**src/rtl/core/sgr_pkg.sv**
```systemverilog
// sgr_pkg: shared types and constants for the stream group reverser.
// Used by the controller, the datapath and the top level; no dependencies.
`default_nettype none

package sgr_pkg;

   localparam int CSR_WIDTH = 5;
   localparam logic [CSR_WIDTH-1:0] GROUP_SIZE_RESET = CSR_WIDTH'(1);

   // controller -> datapath
   typedef struct packed {
      logic store;    // write the accepted word into the group store
      logic read;     // fetch the next drain word into the output register
      logic advance;  // output word taken, step the drain position
   } cmd_type;

   // datapath -> controller
   typedef struct packed {
      logic flush;    // the word being offered completes a group or ends the list
      logic last;     // the word held in the output register closes the group
   } sts_type;

endpackage

`default_nettype wire

```
**src/rtl/core/sgr_req_if.sv**
```systemverilog
// sgr_req_if: input channel (valid/ready plus one list word).
// No dependencies.
`default_nettype none

interface sgr_req_if #(
   parameter int VALUE_WIDTH = 32
);
   logic                          valid;
   logic                          ready;
   logic signed [VALUE_WIDTH-1:0] item_value;
   logic                          list_end;

   modport source (output valid, output item_value, output list_end, input ready);
   modport sink   (input valid, input item_value, input list_end, output ready);
endinterface

`default_nettype wire

```
**src/rtl/core/sgr_rsp_if.sv**
```systemverilog
// sgr_rsp_if: result channel (valid/ready plus one output word).
// No dependencies.
`default_nettype none

interface sgr_rsp_if #(
   parameter int VALUE_WIDTH = 32
);
   logic                          valid;
   logic                          ready;
   logic signed [VALUE_WIDTH-1:0] out_value;
   logic                          run_last;
   logic                          list_done;

   modport source (output valid, output out_value, output run_last, output list_done,
                   input ready);
   modport sink   (input valid, input out_value, input run_last, input list_done,
                   output ready);
endinterface

`default_nettype wire

```
**src/rtl/core/stream_group_reverser.sv**
```systemverilog
// stream_group_reverser: buffers list words in groups of group_size, emits each
// full group newest first and a trailing partial group in arrival order.
// Each input word is accepted while idle; each drained word passes through ST_READ (group-store
// read into the output register) and ST_SHOW (offered until taken), set by the single
// registered read port. Inputs are held off while a group drains.
// Reset: synchronous; empties the buffer, sets group_size to 1; store contents undefined.
`default_nettype none

module stream_group_reverser import sgr_pkg::*; #(
   parameter int MAX_GROUP   = 16,
   parameter int VALUE_WIDTH = 32
) (
   input  wire logic                 clock,
   input  wire logic                 reset,
   sgr_req_if.sink                   req_chan,
   sgr_rsp_if.source                 rsp_chan,
   input  wire logic                 csr_we,
   input  wire logic [CSR_WIDTH-1:0] csr_wdata
);

   cmd_type cmd;
   sts_type sts;

   sgr_ctrl u_ctrl (
      .clock     (clock),
      .reset     (reset),
      .req_valid (req_chan.valid),
      .req_ready (req_chan.ready),
      .rsp_valid (rsp_chan.valid),
      .rsp_ready (rsp_chan.ready),
      .cmd       (cmd),
      .sts       (sts)
   );

   sgr_dp #(
      .MAX_GROUP   (MAX_GROUP),
      .VALUE_WIDTH (VALUE_WIDTH)
   ) u_dp (
      .clock     (clock),
      .reset     (reset),
      .cmd       (cmd),
      .sts       (sts),
      .csr_we    (csr_we),
      .csr_wdata (csr_wdata),
      .in_value  (req_chan.item_value),
      .in_end    (req_chan.list_end),
      .out_value (rsp_chan.out_value),
      .out_last  (rsp_chan.run_last),
      .out_done  (rsp_chan.list_done)
   );

endmodule

`default_nettype wire

```
**src/rtl/core/sgr_ctrl.sv**
```systemverilog
// sgr_ctrl: handshake state machine of the stream group reverser.
// Depends on sgr_pkg for the command and status structs.
`default_nettype none

module sgr_ctrl import sgr_pkg::*; (
   input  wire logic    clock,
   input  wire logic    reset,
   input  wire logic    req_valid,
   output      logic    req_ready,
   output      logic    rsp_valid,
   input  wire logic    rsp_ready,
   output      cmd_type cmd,
   input  wire sts_type sts
);

   typedef enum logic [2:0] {
      ST_IDLE = 3'b001,
      ST_READ = 3'b010,
      ST_SHOW = 3'b100
   } state_type;

   state_type state_ff, state_in;

   always_comb begin
      state_in    = state_ff;
      req_ready   = 1'b0;
      rsp_valid   = 1'b0;
      cmd.store   = 1'b0;
      cmd.read    = 1'b0;
      cmd.advance = 1'b0;
      case (state_ff)
         ST_IDLE: begin
            req_ready = 1'b1;
            if (req_valid) begin
               cmd.store = 1'b1;
               if (sts.flush) begin
                  state_in = ST_READ;
               end
            end
         end
         ST_READ: begin
            cmd.read = 1'b1;
            state_in = ST_SHOW;
         end
         ST_SHOW: begin
            rsp_valid = 1'b1;
            if (rsp_ready) begin
               cmd.advance = 1'b1;
               state_in    = sts.last ? ST_IDLE : ST_READ;
            end
         end
         default: begin
            state_in = ST_IDLE;
         end
      endcase
   end

   always_ff @(posedge clock) begin
      if (reset) begin
         state_ff <= ST_IDLE;
      end else begin
         state_ff <= state_in;
      end
   end

endmodule

`default_nettype wire

```
**src/rtl/core/sgr_dp.sv**
```systemverilog
// sgr_dp: group store, fill count, drain addressing and output register.
// Depends on sgr_pkg; driven by sgr_ctrl through cmd_type / sts_type.
`default_nettype none

module sgr_dp import sgr_pkg::*; #(
   parameter int MAX_GROUP   = 16,
   parameter int VALUE_WIDTH = 32
) (
   input  wire logic                          clock,
   input  wire logic                          reset,
   input  wire cmd_type                       cmd,
   output      sts_type                       sts,
   input  wire logic                          csr_we,
   input  wire logic [CSR_WIDTH-1:0]          csr_wdata,
   input  wire logic signed [VALUE_WIDTH-1:0] in_value,
   input  wire logic                          in_end,
   output      logic signed [VALUE_WIDTH-1:0] out_value,
   output      logic                          out_last,
   output      logic                          out_done
);

   localparam int CW    = $clog2(MAX_GROUP + 1);
   localparam int IDX_W = (MAX_GROUP > 1) ? $clog2(MAX_GROUP) : 1;
   localparam int KW    = (CW > CSR_WIDTH) ? CW : CSR_WIDTH;

   logic signed [VALUE_WIDTH-1:0] store_mem [0:MAX_GROUP-1];

   logic [CSR_WIDTH-1:0]          group_size_ff, group_size_in;
   logic [CW-1:0]                 fill_ff, fill_in;
   logic [CW-1:0]                 count_ff, count_in;
   logic [CW-1:0]                 pos_ff, pos_in;
   logic                          rev_ff, rev_in;
   logic                          end_ff, end_in;
   logic signed [VALUE_WIDTH-1:0] value_ff;
   logic                          last_ff, done_ff;

   logic [KW-1:0]                 k_eff;
   logic [CW-1:0]                 n_now;
   logic                          full_now;
   logic [CW-1:0]                 rd_pos;
   logic                          rd_last;

   always_comb begin
      if (group_size_ff == '0) begin
         k_eff = KW'(1);
      end else if (KW'(group_size_ff) > KW'(MAX_GROUP)) begin
         k_eff = KW'(MAX_GROUP);
      end else begin
         k_eff = KW'(group_size_ff);
      end
   end

   assign n_now     = fill_ff + CW'(1);
   assign full_now  = KW'(n_now) >= k_eff;
   assign sts.flush = full_now | in_end;
   assign sts.last  = last_ff;

   // full groups drain newest first, a trailing partial group in arrival order
   assign rd_pos  = rev_ff ? (count_ff - CW'(1) - pos_ff) : pos_ff;
   assign rd_last = (pos_ff == count_ff - CW'(1));

   always_comb begin
      group_size_in = group_size_ff;
      fill_in       = fill_ff;
      count_in      = count_ff;
      pos_in        = pos_ff;
      rev_in        = rev_ff;
      end_in        = end_ff;
      if (csr_we) begin
         group_size_in = csr_wdata;
      end
      if (cmd.store) begin
         if (sts.flush) begin
            fill_in  = '0;
            count_in = n_now;
            pos_in   = '0;
            rev_in   = full_now;
            end_in   = in_end;
         end else begin
            fill_in = n_now;
         end
      end
      if (cmd.advance) begin
         pos_in = pos_ff + CW'(1);
      end
   end

   always_ff @(posedge clock) begin
      if (reset) begin
         group_size_ff <= GROUP_SIZE_RESET;
         fill_ff       <= '0;
         count_ff      <= '0;
         pos_ff        <= '0;
         rev_ff        <= 1'b0;
         end_ff        <= 1'b0;
      end else begin
         group_size_ff <= group_size_in;
         fill_ff       <= fill_in;
         count_ff      <= count_in;
         pos_ff        <= pos_in;
         rev_ff        <= rev_in;
         end_ff        <= end_in;
      end
   end

   always_ff @(posedge clock) begin
      if (cmd.store) begin
         store_mem[fill_ff[IDX_W-1:0]] <= in_value;
      end
   end

   always_ff @(posedge clock) begin
      if (cmd.read) begin
         value_ff <= store_mem[rd_pos[IDX_W-1:0]];
         last_ff  <= rd_last;
         done_ff  <= rd_last & end_ff;
      end
   end

   assign out_value = value_ff;
   assign out_last  = last_ff;
   assign out_done  = done_ff;

endmodule

`default_nettype wire
```
**src/flat_wrapper.sv**
```systemverilog
// flat-port wrapper written by rule: the top's interface ports become plain ports
module stream_group_reverser_flat import sgr_pkg::*;
#(
   parameter int MAX_GROUP   = 16,
   parameter int VALUE_WIDTH = 32
)
  (clock, reset, csr_we, csr_wdata, req_chan_valid, req_chan_item_value, req_chan_list_end, req_chan_ready, rsp_chan_valid, rsp_chan_out_value, rsp_chan_run_last, rsp_chan_list_done, rsp_chan_ready);
  sgr_req_if #(.VALUE_WIDTH(VALUE_WIDTH)) req_chan_i ();
  sgr_rsp_if #(.VALUE_WIDTH(VALUE_WIDTH)) rsp_chan_i ();
  input  wire logic clock;
  input  wire logic reset;
  input  wire logic csr_we;
  input  wire logic [CSR_WIDTH-1:0] csr_wdata;
  input wire logic [$bits(req_chan_i.valid)-1:0] req_chan_valid;
  input wire logic [$bits(req_chan_i.item_value)-1:0] req_chan_item_value;
  input wire logic [$bits(req_chan_i.list_end)-1:0] req_chan_list_end;
  output wire logic [$bits(req_chan_i.ready)-1:0] req_chan_ready;
  output wire logic [$bits(rsp_chan_i.valid)-1:0] rsp_chan_valid;
  output wire logic [$bits(rsp_chan_i.out_value)-1:0] rsp_chan_out_value;
  output wire logic [$bits(rsp_chan_i.run_last)-1:0] rsp_chan_run_last;
  output wire logic [$bits(rsp_chan_i.list_done)-1:0] rsp_chan_list_done;
  input wire logic [$bits(rsp_chan_i.ready)-1:0] rsp_chan_ready;
  assign req_chan_i.valid = req_chan_valid;
  assign req_chan_i.item_value = req_chan_item_value;
  assign req_chan_i.list_end = req_chan_list_end;
  assign req_chan_ready = req_chan_i.ready;
  assign rsp_chan_valid = rsp_chan_i.valid;
  assign rsp_chan_out_value = rsp_chan_i.out_value;
  assign rsp_chan_run_last = rsp_chan_i.run_last;
  assign rsp_chan_list_done = rsp_chan_i.list_done;
  assign rsp_chan_i.ready = rsp_chan_ready;
  stream_group_reverser #(.MAX_GROUP(MAX_GROUP), .VALUE_WIDTH(VALUE_WIDTH)) u_core (.clock(clock), .reset(reset), .req_chan(req_chan_i), .rsp_chan(rsp_chan_i), .csr_we(csr_we), .csr_wdata(csr_wdata));
endmodule
```
**config.mk**
```make
export PLATFORM = sky130hd
export DESIGN_NAME = stream_group_reverser_flat
export DESIGN_NICKNAME = d
export VERILOG_FILES = /design/src/rtl/core/sgr_pkg.sv /design/src/rtl/core/sgr_req_if.sv /design/src/rtl/core/sgr_rsp_if.sv /design/src/rtl/core/stream_group_reverser.sv /design/src/rtl/core/sgr_ctrl.sv /design/src/rtl/core/sgr_dp.sv /design/src/flat_wrapper.sv
export SDC_FILE = /design/constraint.sdc
export NUM_CORES = 1
export LEC_CHECK = 0
export BUFFER_PORTS_ARGS = -buffer_cell sky130_fd_sc_hd__buf_2
export CORE_ASPECT_RATIO = 1.1
export CORE_MARGIN = 5
export CORE_UTILIZATION = 45
export DETAILED_ROUTE_END_ITERATION = 6
export PLACE_DENSITY = 0.65
export SYNTH_ARGS = -nofsm -noshare
export SYNTH_HDL_FRONTEND = slang
export SYNTH_HIERARCHICAL = 1
export SYNTH_SLANG_ARGS = --single-unit
```
**constraint.sdc**
```tcl
create_clock -name clock -period 3.25 [get_ports clock]
set_input_delay 0.1625 -clock clock [delete_from_list [all_inputs] [get_ports clock]]
set_output_delay 0.1625 -clock clock [all_outputs]
set_load 0.03 [all_outputs]
```
# Word-level counts from Yosys, hierarchy flattened
# Memories as Yosys holds them, arrays and structs flattened. A register that Yosys moved wholly into a read port is not among the register bits.
# Index checks and enable logic that the tools add are counted.
op_classes:
  addsub: 4
  n_lt_le_gt_ge: 2
  eq_ne: 7
  muxes: 21
  bitwise_logic: 2
  reduce_logical: 6
op_table:
  columns: ["op", "n"]
  rows:
  - ["two-way mux 5 bit", 6]
  - ["adder 5 x 1 -> 5 bit (second input constant)", 2]
  - ["two-way mux 1 bit", 9]
  - ["two-way mux 3 bit", 3]
  - ["one-hot mux 3 bit (3 select lines)", 1]
  - ["equality test 5 bit", 1]
  - ["greater-or-equal comparator 5 bit", 1]
  - ["greater-than comparator 5 bit (second input constant)", 1]
  - ["logical NOT 5 bit", 1]
  - ["subtractor 5 x 1 -> 5 bit (second input constant)", 1]
  - ["two-way mux 4 bit", 1]
  - ["!= test 2 bit (second input constant)", 2]
  - ["AND reduction 2 bit", 2]
  - ["nonzero test 2 bit", 2]
  - ["subtractor 4 bit", 1]
  - ["equality test 3 x 1 -> 1 bit (second input constant)", 1]
  - ["equality test 3 x 2 -> 1 bit (second input constant)", 1]
  - ["equality test 3 bit (second input constant)", 1]
  - ["AND reduction 3 bit", 1]
  - ["two-way mux 2 bit", 1]
  - ["!= test 2 x 1 -> 1 bit (second input constant)", 1]
  - ["AND 1 bit", 1]
  - ["bitwise OR 1 bit", 1]
totals:
  regBits: 27
  mem_bits_rw: 512
  n_memories: 1
mem_list:
  columns: ["memory", "words", "word_bits", "read_ports", "rd_ports_with_merged_regs", "wr", "line_no", "text"]
  rows:
  - ["u_core.u_dp.store_mem", 16, 32, 1, 1, 1, "sgr_dp.sv:26", "logic signed [VALUE_WIDTH-1:0] store_mem [0:MAX_GROUP-1];"]

# Logic depth before layout (Yosys ltp)
# Gate-level depths: netlist of the first run.
depth:
  ltp_word: 8
  ltp_mapped: 10
  mapped_depth_nobuf: 10

# Hierarchy
# Netlist of the first run, hierarchy kept.
by_module_without_submodules:
  columns: ["mod", "instances", "cells_per_inst", "area_each_um2", "seq_area_each_um2"]
  rows:
  - ["sgr_dp", 1, 1391, 22839.4, 16836.1]
  - ["sgr_ctrl", 1, 19, 187.7, 60.1]

# Worst setup path after synthesis of the first run
# No wires, ideal clock.
synth_path:
  kind: "reg-to-reg"
  start: "reg u_core.u_ctrl.state_ff[0]"
  end: "mem u_core.u_dp.store_mem[0][0] (enable)"
  arrival_time_ns: 2.633
  required_ns: 2.858
  setup_slack_ns: 0.225
  path_stages_with_launch: 6
  path_cell_list: "dfxtp_1 -> nor3b_2 -> and2_1 -> clkbuf_1 -> nor3b_1 -> and2_1"
synth_rtl:
  columns: ["element", "line_no", "text"]
  rows:
  - ["start, declared", "sgr_ctrl.sv:22", "state_type state_ff, state_in;"]
  - ["start signal, assigned", "sgr_ctrl.sv:62", "state_ff <= state_in;"]
  - ["end, declared", "sgr_dp.sv:26", null]

# Final worst setup path of the first run
layout_path:
  start: "reg u_core.u_dp.count_ff[0]"
  end: "reg u_core.u_dp.value_ff[8] (netlist: u_core/u_dp/out_value[8]) (read register of u_core.u_dp.store_mem), data pin"
layout_via:
  elab_chain_cells: 3
layout_rtl:
  columns: ["element", "line_no", "text"]
  rows:
  - ["start, declared", "sgr_dp.sv:30", "logic [CW-1:0] count_ff, count_in;"]
  - ["start signal, assigned", "sgr_dp.sv:99", "count_ff <= count_in;"]
  - ["subtractor 5 x 1 -> 5 bit", null, null]
  - ["subtractor 4 bit", "sgr_dp.sv:59", "assign rd_pos = rev_ff ? (count_ff - CW'(1) - pos_ff) : pos_ff;"]
  - ["two-way mux 4 bit", "sgr_dp.sv:59", null]
  - ["end, declared", "sgr_dp.sv:34", "logic signed [VALUE_WIDTH-1:0] value_ff;"]
# No other way between the ends.
# A chain may end at the register's enable or synchronous reset.

==> results of run 1 <==
[final timing paths]
kind	startpoint	end	slack, ps	depth (start not counted)
max reg2reg	u_core/u_dp/count_ff[0]$_SDFFE_PP0P_	u_core/u_dp/out_value[8]$_DFFE_PP_	70	10
max	u_core/u_dp/count_ff[0]$_SDFFE_PP0P_	u_core/u_dp/out_value[8]$_DFFE_PP_	70	10
min	csr_we	u_core/u_dp/group_size_ff[0]$_SDFFE_PP1P_	450	4
min reg2reg	u_core/u_dp/count_ff[1]$_SDFFE_PP0P_	u_core/u_dp/count_ff[1]$_SDFFE_PP0P_	480	2
[cells by family after synthesis]
group / share of synthesized area [%]
muxes: 4.45
adders and majority gates: 0.848
AOI/OAI and AO/OA: 9.88
buffers and inverters: 2.84
DFF: 73.4
and+or+nand+nor: 7.97
xor gates and xnor gates: 0.636
[power breakdown]
group / switching [uW] / internal [uW]
Clock: 2630 / 3610
Combinational: 2910 / 2040
Sequential: 158 / 8570
Total: 5700 / 14200
[metrics by stage]
step                setup WS (ps)  utilization, %  cells  area, sq um  total power (uW)
detailed placement          -79.8            48.2   2116        24600             13700
CTS                         -3.00            52.8   2269        26900             20000
global placement            -45.3            48.2   2116        24600             13600
finish                       65.6            52.9   2270        26900             19900
global route                -50.9            52.9   2270        26900             20800
floorplan                     225               -   1410        23000             12000
[timing repair]
item                                    in CTS  in global routing
gates resized for setup                      6                 15
gates cloned                                 0                  1
pin swaps                                    0                  3
endpoints found under the setup margin       6                 14
hold buffers                                53                  0
hold endpoints to repair                   531                  0
[routing by layer]
layer,track usage (%),vias up,part of all wire [%]
li1,-,6029,-
met1,25.0,6639,42
met2,32.8,330,51
met3,3.04,74,4.3
met4,5.38,0,2.4
met5,0,-,0
[placed cells by master, fill, tap and decap left out, types with 8 or more instances in the layout]
cell type        n
edfxtp_1       546
and3_1         199
a211oi_1       196
buf_2           78
mux2i_1         65
clkbuf_16       53
dlygate4sd3_1   53
buf_4           42
a2111oi_0       27
buf_12          27
dfxtp_1         25
a2111oi_1       25
nor2_1          23
mux2_2          23
nand2_1         17
and2_2          16
ha_1            14
clkbuf_1        12
clkinv_1        12
inv_1           12
mux2_1           9
a21oi_1          8
nand3_1          8
[area by class of cell]
class / count / area, sq um
fill: 4074 / 24000
sequential: 571 / 16900
multi-input combinational: 720 / 5620
timing repair buffer: 200 / 1780
clock buffer: 70 / 1410
tap: 667 / 835
clock inverter: 30 / 349
inverter: 12 / 45.0
[registers in the layout, indices dropped and copies added, names as in the netlist]
name,flops
u_core/u_ctrl/state_ff,3
u_core/u_dp/count_ff,5
u_core/u_dp/end_ff,1
u_core/u_dp/fill_ff,5
u_core/u_dp/group_size_ff,5
u_core/u_dp/out_done,1
u_core/u_dp/out_last,1
u_core/u_dp/out_value,32
u_core/u_dp/pos_ff,5
u_core/u_dp/rev_ff,1
u_core/u_dp/store_mem,512
[critical path, cell delays in order, from the launching register on]
cell and delay, ps:
dfxtp_1 390, inv_1 60, ha_1 220, xor2_1 150
ha_1 480, xor2_2 360, o22a_2 310, buf_4 310
a211oi_1 80, a2111oi_1 410, mux2_2 240
==> results.json, run 1 <==
{
  "grt_pass1_wl_um": 80400,
  "die_w_um": 226,
  "cts_setup_buffers": 0,
  "track_usage_pct": 19.0,
  "setup_viol": 0,
  "crit_fanout": 15,
  "die_h_um": 247,
  "area_growth_pct": 16.9,
  "wire_per_inst_um": 23.6,
  "cts_num_sinks": 571,
  "holdWs_ps": 452,
  "ys_types": 61,
  "antenna_left": 0,
  "synthTopCellsByCount": "edfxtp_1, and3_1, a211oi_1",
  "portBuffers": 78,
  "clk_path_buf_depth": 3,
  "start_util_pct": 45.2,
  "p_leak_uw": 0.00960,
  "via_per_inst": 5.76,
  "crit_required_ps": 3720,
  "grt_pass1_vias": 13200,
  "synth_edf_count": 546,
  "yosysSeqAreaShare_pct": 73.4,
  "finalClockSkew_ps": 14.1,
  "p_per_area_nw_per_um2": 740,
  "synth_flop_cell": "edfxtp_1",
  "synth_top_area_share_pct": 71.2,
  "finalMaxSlewViolations": 0,
  "grt_setup_unrepaired": "true",
  "cts_made_buffers": 53,
  "period_minus_slack_ps": 3180,
  "clk_latency_ps": 600,
  "worstSetupPathType": "reg -> reg",
  "yosysTopAreaCell": "edfxtp_1",
  "ys_ff_latch": 571,
  "gp_congestion": 0.773,
  "finalSetupTns_ps": 0,
  "min_period_over_period_pct": 98.0,
  "hold_path.class": "in -> reg",
  "clockRootBuffer": "clkbuf_16",
  "cap_violations": 0,
  "drt-initial-drc-count": 927,
  "status": "completed",
  "synth_area_sq_um": 23000,
  "hold_viol": 0,
  "grt.overflow.total": 0,
  "synth-async-reset-ratio_pct": 0,
  "die-area_sq_um": 55800,
  "vdd_drop_max_mv": 0.419,
  "wl_um": 53600,
  "ys_warn_count": 6,
  "clk_pin_slew_ps": 60,
  "coreArea_sq_um": 50900,
  "antenna_found_initial": 0,
  "num_antenna_cells": 0,
  "syn-num-nets": 1468,
  "dp_hpwl_um": 29700,
  "drive_gt1_share_pct": 18.5,
  "worst_slew_pin_slew_ps": 737,
  "critPathCaptureType": "flop",
  "htreeDepth": 2,
  "cts_tree": "done",
  "vias": 13100,
  "drc_errors": 0,
  "start_kind": "flop",
  "rows": 87,
  "drt-pass1-iter-count": 5,
  "timing.fmax_ghz": 0.314,
  "slew_headroom_pct": 50.9,
  "syn_inst": 1410,
  "arrival_ps": 3660,
  "nets": 1616,
  "grt_max_degree": 128,
  "avgSynthCellArea_sq_um": 16.3,
  "ios": 79,
  "synth_area_leaders": "edfxtp_1, a211oi_1, and3_1",
  "yosysMostFrequentCell": "edfxtp_1"
}
(Power assumes the default switching activity.)
==> run 2, diff against run 1 <==
--- a/config.mk
+++ b/config.mk
@@ -8,9 +8,11 @@
 export BUFFER_PORTS_ARGS = -buffer_cell sky130_fd_sc_hd__buf_2
 export CORE_ASPECT_RATIO = 1.1
 export CORE_MARGIN = 5
-export CORE_UTILIZATION = 45
+export CORE_UTILIZATION = 57
 export DETAILED_ROUTE_END_ITERATION = 6
-export PLACE_DENSITY = 0.65
+export PLACE_DENSITY = 0.78
+export RECOVER_POWER = 25
+export SETUP_SLACK_MARGIN = 0.15
 export SYNTH_ARGS = -nofsm -noshare
 export SYNTH_HDL_FRONTEND = slang
 export SYNTH_HIERARCHICAL = 1
==> results.json, run 2 (synthesized netlist as in run 1, its figures left out) <==
{
  "htreeDepth": 2,
  "vias": 13600,
  "p_leak_uw": 0.00956,
  "clk_latency_ps": 590,
  "cts_tree": "done",
  "cts_made_buffers": 53,
  "gp_congestion": 0.811,
  "p_per_area_nw_per_um2": 742,
  "drive_gt1_share_pct": 17.7,
  "portBuffers": 78,
  "min_from": "req_chan_list_end",
  "start_kind": "flop",
  "wl_um": 53400,
  "hold_viol": 0,
  "finalClockSkew_ps": 22.9,
  "period_minus_slack_ps": 3070,
  "holdPathEnd": "u_core/u_dp/rev_ff$_SDFFE_PP0P_",
  "grt_pass1_wl_um": 81300,
  "area_growth_pct": 16.1,
  "worst_slack_ps": 178,
  "setup_viol": 0,
  "die_h_um": 221,
  "coreArea_sq_um": 40100,
  "layout_commonest_cell": "edfxtp_1",
  "pre_cts_ws_ps": -147,
  "via_per_inst": 6.44,
  "reg2reg_setup_slack_ps": 180,
  "largest_register_ffs": 512,
  "wire_per_inst_um": 25.4,
  "r2r-start": "u_core/u_dp/count_ff[0]$_SDFFE_PP0P_",
  "grt_max_degree": 99,
  "timing.fmax_ghz": 0.326,
  "drt-pass1-iter-count": 5,
  "cts_num_sinks": 571,
  "met3_length_um": 3160,
  "num_antenna_cells": 0,
  "grt_setup_unrepaired": "true",
  "clk_pin_slew_ps": 70,
  "track_usage_pct": 23.5,
  "antenna_left": 0,
  "reg2reg_depth": 10,
  "clockRootBuffer": "clkbuf_16",
  "grt.overflow.total": 0,
  "highest_layer": "met4",
  "drc_errors": 0,
  "rows": 77,
  "cap_violations": 0,
  "die_w_um": 202,
  "critPathCaptureType": "flop",
  "die-area_sq_um": 44500,
  "start_util_pct": 57.5,
  "status": "completed",
  "finalSetupTns_ps": 0,
  "crit_required_ps": 3570,
  "vdd_drop_max_mv": 0.468,
  "slew_headroom_pct": 50.2,
  "dp_hpwl_um": 29400,
  "hold_depth": 5,
  "antenna_found_initial": 0,
  "min_period_over_period_pct": 94.5,
  "nets": 1607,
  "finalMaxSlewViolations": 0,
  "grt_pass1_vias": 13600,
  "regToRegEndpoint": "u_core/u_dp/out_value[31]$_DFFE_PP_",
  "worst_slew_pin_slew_ps": 746,
  "crit_fanout": 16,
  "arrival_ps": 3390,
  "wl_met1_um": 22100,
  "final_cell_mix": "edfxtp_1, and3_1, a211oi_1",
  "clk_path_buf_depth": 3,
  "dr_wl_met2_um": 26600,
  "drt-initial-drc-count": 1313,
  "hold_path.class": "in -> reg",
  "ios": 79,
  "worstSetupPathType": "reg -> reg"
}
==> run 2: cell count changes in the layout (fill, tap and decap cells not counted), moves of 5 or more <==
cell       before  now
buf_12         27   32
clkinv_2        4   14
clkbuf_1       12   27
buf_2          78   58
a2111oi_0      27   19
buf_4          42   27
==> run 2: how the worst max path moves through the flow <==
stage	to	start	depth (start not counted)	slack (ps)
2_1_floorplan	u_core/u_dp/store_mem[0][0]$_DFFE_PP_	u_core/u_ctrl/state_ff[0]$_SDFFE_PP1P_	5	230
3_3_place_gp	u_core/u_dp/out_value[0]$_DFFE_PP_	u_core/u_dp/count_ff[0]$_SDFFE_PP0P_	9	-130
3_5_place_dp	u_core/u_dp/out_value[0]$_DFFE_PP_	u_core/u_dp/count_ff[0]$_SDFFE_PP0P_	10	-150
4_1_cts	u_core/u_dp/out_value[12]$_DFFE_PP_	u_core/u_dp/count_ff[0]$_SDFFE_PP0P_	9	160
5_1_grt	u_core/u_dp/out_value[31]$_DFFE_PP_	u_core/u_dp/count_ff[0]$_SDFFE_PP0P_	10	110
6_report	u_core/u_dp/out_value[31]$_DFFE_PP_	u_core/u_dp/count_ff[0]$_SDFFE_PP0P_	10	180
==> run 2: power breakdown <==
| group | switching [uW] | total (uW) | internal, uW |
|---|---|---|---|
| Sequential | 158 | 8740 | 8580 |
| Combinational | 2970 | 5000 | 2030 |
| Clock | 2610 | 6090 | 3490 |
==> run 2: critical path, stage by stage (launching register included) <==
cell       delay [ps]
dfxtp_1           370
inv_1              60
ha_1              320
fa_2              480
nand2b_1          230
o32a_4            260
buf_12            180
buf_4             180
a211oi_1          280
a2111oi_0         130
mux2_1            310
==> run 2: repair_timing <==
action                                  4_1_cts  5_1_grt
hold buffers                                 53        0
endpoints found under the setup margin       13       34
buffers inserted                              0        0
gates resized for setup                      16       27
pin swaps                                     0        1
endpoints found under the hold margin       528        0
==> run 2: layer usage <==
layer  up-vias  track usage [%]
met2       521             39.2
met3       107             3.09
met5         -                0
met4         0             7.39
met1      6921             32.7
li1       6012                -
==> run 2: final cells by class <==
cell class	instances	area [sq um]
Fill cell	2624	13300
Timing Repair Buffer	192	1770
Inverter	12	45.0
Clock buffer	60	1350
Clock inverter	39	370
Multi-Input combinational cell	719	5670
Tap cell	513	642
Sequential cell	571	16900
==> run 2: stage by stage <==
stage / total power [uW] / area (sq um) / hold slack, ps / util, % / instances
2_1_floorplan: 12000 / 23000 / 235 / - / 1410
3_3_place_gp: 13500 / 24400 / 398 / 60.8 / 1954
3_5_place_dp: 13600 / 24400 / 412 / 60.8 / 1954
4_1_cts: 19800 / 26700 / 463 / 66.5 / 2106
5_1_grt: 20600 / 26700 / 489 / 66.7 / 2106
6_report: 19800 / 26700 / 479 / 66.7 / 2106
==> run 3, diff against run 2 <==
--- a/config.mk
+++ b/config.mk
@@ -8,12 +8,11 @@
 export BUFFER_PORTS_ARGS = -buffer_cell sky130_fd_sc_hd__buf_2
 export CORE_ASPECT_RATIO = 1.1
 export CORE_MARGIN = 5
-export CORE_UTILIZATION = 57
+export CORE_UTILIZATION = 45
 export DETAILED_ROUTE_END_ITERATION = 6
-export PLACE_DENSITY = 0.78
+export PLACE_DENSITY = 0.65
 export RECOVER_POWER = 25
 export SETUP_SLACK_MARGIN = 0.15
 export SYNTH_ARGS = -nofsm -noshare
 export SYNTH_HDL_FRONTEND = slang
-export SYNTH_HIERARCHICAL = 1
 export SYNTH_SLANG_ARGS = --single-unit
==> results.json, run 3 <==
{
  "status": "completed",
  "num_antenna_cells": 0,
  "htreeDepth": 2,
  "yosysSeqAreaShare_pct": 75.6,
  "largest_register_ffs": 512,
  "period_minus_slack_ps": 2910,
  "ys_types": 44,
  "p_leak_uw": 0.00874,
  "avgSynthCellArea_sq_um": 13.5,
  "grt_use_met3_pct": 3.73,
  "layout_commonest_cell": "edfxtp_1",
  "holdWs_ps": 421,
  "hold_viol": 0,
  "arrival_ps": 3380,
  "hold_path.class": "in -> reg",
  "slew_headroom_pct": 47.5,
  "via_per_inst": 5.62,
  "critPathCaptureType": "flop",
  "placed_area_sq_um": 24000,
  "finalSetupTns_ps": 0,
  "yosysMostFrequentCell": "edfxtp_1",
  "grt_max_degree": 101,
  "crit_required_ps": 3720,
  "gp_congestion": 0.776,
  "synth_area_leaders": "edfxtp_1, nand2_1, nand3_1",
  "regToRegEndpoint": "u_core.u_dp.out_value[2]$_DFFE_PP_",
  "drc_errors": 0,
  "area_growth_pct": 18.4,
  "wire_per_inst_um": 22.6,
  "grt_pass1_wl_um": 85100,
  "worst_slew_pin_slew_ps": 788,
  "p_per_area_nw_per_um2": 628,
  "die-area_sq_um": 54200,
  "timing.fmax_ghz": 0.344,
  "synthTopCellsByCount": "edfxtp_1, nand2_1, nand3_1",
  "grtUsageMet2_pct": 35.2,
  "syn_inst": 1653,
  "fillers": 3966,
  "reg2reg_setup_slack_ps": 340,
  "grt.overflow.total": 0,
  "grt_util_met1_pct": 26.4,
  "holdPathEnd": "u_core.u_dp.end_ff$_SDFFE_PP0P_",
  "pre_cts_ws_ps": 215,
  "worst_slack_ps": 344,
  "die_h_um": 244,
  "clockRootBuffer": "clkbuf_16",
  "track_usage_pct": 20.5,
  "drt-initial-drc-count": 1583,
  "r2r-start": "u_core.u_dp.pos_ff[2]$_SDFFE_PP0P_",
  "die_w_um": 222,
  "crit_fanout": 64,
  "finalClockSkew_ps": 30.1,
  "synth_area_sq_um": 22300,
  "start_kind": "flop",
  "coreArea_sq_um": 49000,
  "min_period_over_period_pct": 89.4,
  "synth_flop_cell": "edfxtp_1",
  "start_util_pct": 45.6,
  "synthMuxAreaShare_pct": 1.61,
  "grt_pass1_vias": 14000,
  "clk_pin_slew_ps": 60,
  "setup_viol": 0,
  "drive_gt1_share_pct": 12.4,
  "final_cell_mix": "edfxtp_1, nand2_1, nand3_1",
  "vias": 14000,
  "ys_ff_latch": 571,
  "hold_depth": 4,
  "finalMaxSlewViolations": 0,
  "min_from": "req_chan_list_end",
  "antenna_found_initial": 0,
  "rows": 85,
  "wl_um": 56200,
  "cts_tree": "done",
  "clk_latency_ps": 630,
  "dp_hpwl_um": 28100,
  "nets": 1851,
  "synth_top_area_share_pct": 73.4,
  "drt-pass1-iter-count": 5,
  "synth-async-reset-ratio_pct": 0,
  "synth-xor-area-share_pct": 0.471,
  "synth_top_family_by_area": "simple AND/OR/NAND/NOR gates",
  "design_area_sq_um": 26400,
  "antenna_left": 0,
  "worstSetupPathType": "reg -> reg",
  "ios": 79,
  "grt_setup_unrepaired": "true",
  "cts_made_buffers": 56,
  "synth_compound_area_share_pct": 3.47,
  "synth_edf_count": 546,
  "gr-max-usage-layer": "met2",
  "cts_num_sinks": 571,
  "cts_setup_buffers": 0,
  "clk_path_buf_depth": 3,
  "portBuffers": 78,
  "seq_area_sq_um": 16900,
  "vdd_drop_max_mv": 0.443,
  "synthAdderAreaFrac_pct": 0.874,
  "syn-num-nets": 1711,
  "cap_violations": 0,
  "multi_input_area_sq_um": 5290,
  "ys_warn_count": 0,
  "reg2reg_depth": 9,
  "synth-simple-area-share_pct": 15.8,
  "yosysTopAreaCell": "edfxtp_1"
}
==> run 3: what timing repair did <==
action	4_1_cts	5_1_grt
gates resized for setup	0	4
hold endpoints to repair	523	0
hold buffers	50	0
endpoints found under the setup margin	0	31
==> run 3: metal layers <==
| layer | vias up | wire length, um | share of wire [%] |
|---|---|---|---|
| li1 | 6379 | - | - |
| met2 | 549 | 27800 | 49 |
| met5 | - | 0 | 0 |
| met1 | 6934 | 22500 | 40 |
| met4 | 0 | 2000 | 3.5 |
| met3 | 135 | 3980 | 7.1 |
==> run 3: per-stage QoR <==
step | cells | utilization (%) | power (uW)
5_1_grt | 2492 | 53.9 | 17200
3_5_place_dp | 2337 | 48.9 | 9930
2_1_floorplan | 1653 | - | 9350
3_3_place_gp | 2337 | 48.9 | 9880
4_1_cts | 2492 | 54.0 | 16700
6_report | 2492 | 53.9 | 16600
==> run 3: area by class of cell <==
cell class              instances  share of cell area, %
flip-flops and latches        571                   63.9
multi-input cells             977                   20.0
repair buffers                175                   5.47
clock buffers                  61                   5.37
well taps                     652                   3.08
clock inverters                44                   2.02
inverters                      12                  0.170
==> run 3: power breakdown <==
part	switching, uW	leakage, uW	internal [uW]
Sequential	43.1	0.00513	8200
Clock	2810	0.000948	3980
Combinational	1060	0.00267	518
Total	3910	0.00874	12700
==> run 3: critical path: stages, from the launching register on <==
cell      delay (ps)
dfxtp_1          640
inv_1            130
ha_1             420
nor2b_1          180
a221oi_1         340
xnor2_1          160
a21oi_4          200
buf_12           360
nand4_1          200
o21ai_1          120
==> run 3: how the worst max path moves through the flow <==
stage                                                 startpoint                                     end  slack (ps)  cells past startpoint
after floorplan           u_core.u_ctrl.state_ff[0]$_SDFFE_PP1P_  u_core.u_dp.store_mem[10][0]$_DFFE_PP_        -160                      6
after global placement      u_core.u_dp.count_ff[0]$_SDFFE_PP0P_      u_core.u_dp.out_value[2]$_DFFE_PP_         320                      9
after detailed placement    u_core.u_dp.count_ff[0]$_SDFFE_PP0P_     u_core.u_dp.out_value[26]$_DFFE_PP_         210                      9
after CTS                   u_core.u_dp.count_ff[0]$_SDFFE_PP0P_     u_core.u_dp.out_value[26]$_DFFE_PP_         180                      9
after global routing         u_core.u_dp.fill_ff[0]$_SDFFE_PP0P_  u_core.u_ctrl.state_ff[0]$_SDFFE_PP1P_          90                     10
final                         u_core.u_dp.pos_ff[2]$_SDFFE_PP0P_      u_core.u_dp.out_value[2]$_DFFE_PP_         340                      9
==> run 3: logic make-up (layout without fill, tap and decap cells) <==
| family | after synthesis | count (layout) |
|---|---|---|
| buffers and inverters | 105 | 292 |
| muxes | 36 | 36 |
| and+or+nand+nor | 801 | 801 |
| adders and majority gates | 15 | 15 |
| DFF | 571 | 571 |
| xor gates and xnor gates | 12 | 12 |
| AOI/OAI and AO/OA | 113 | 113 |
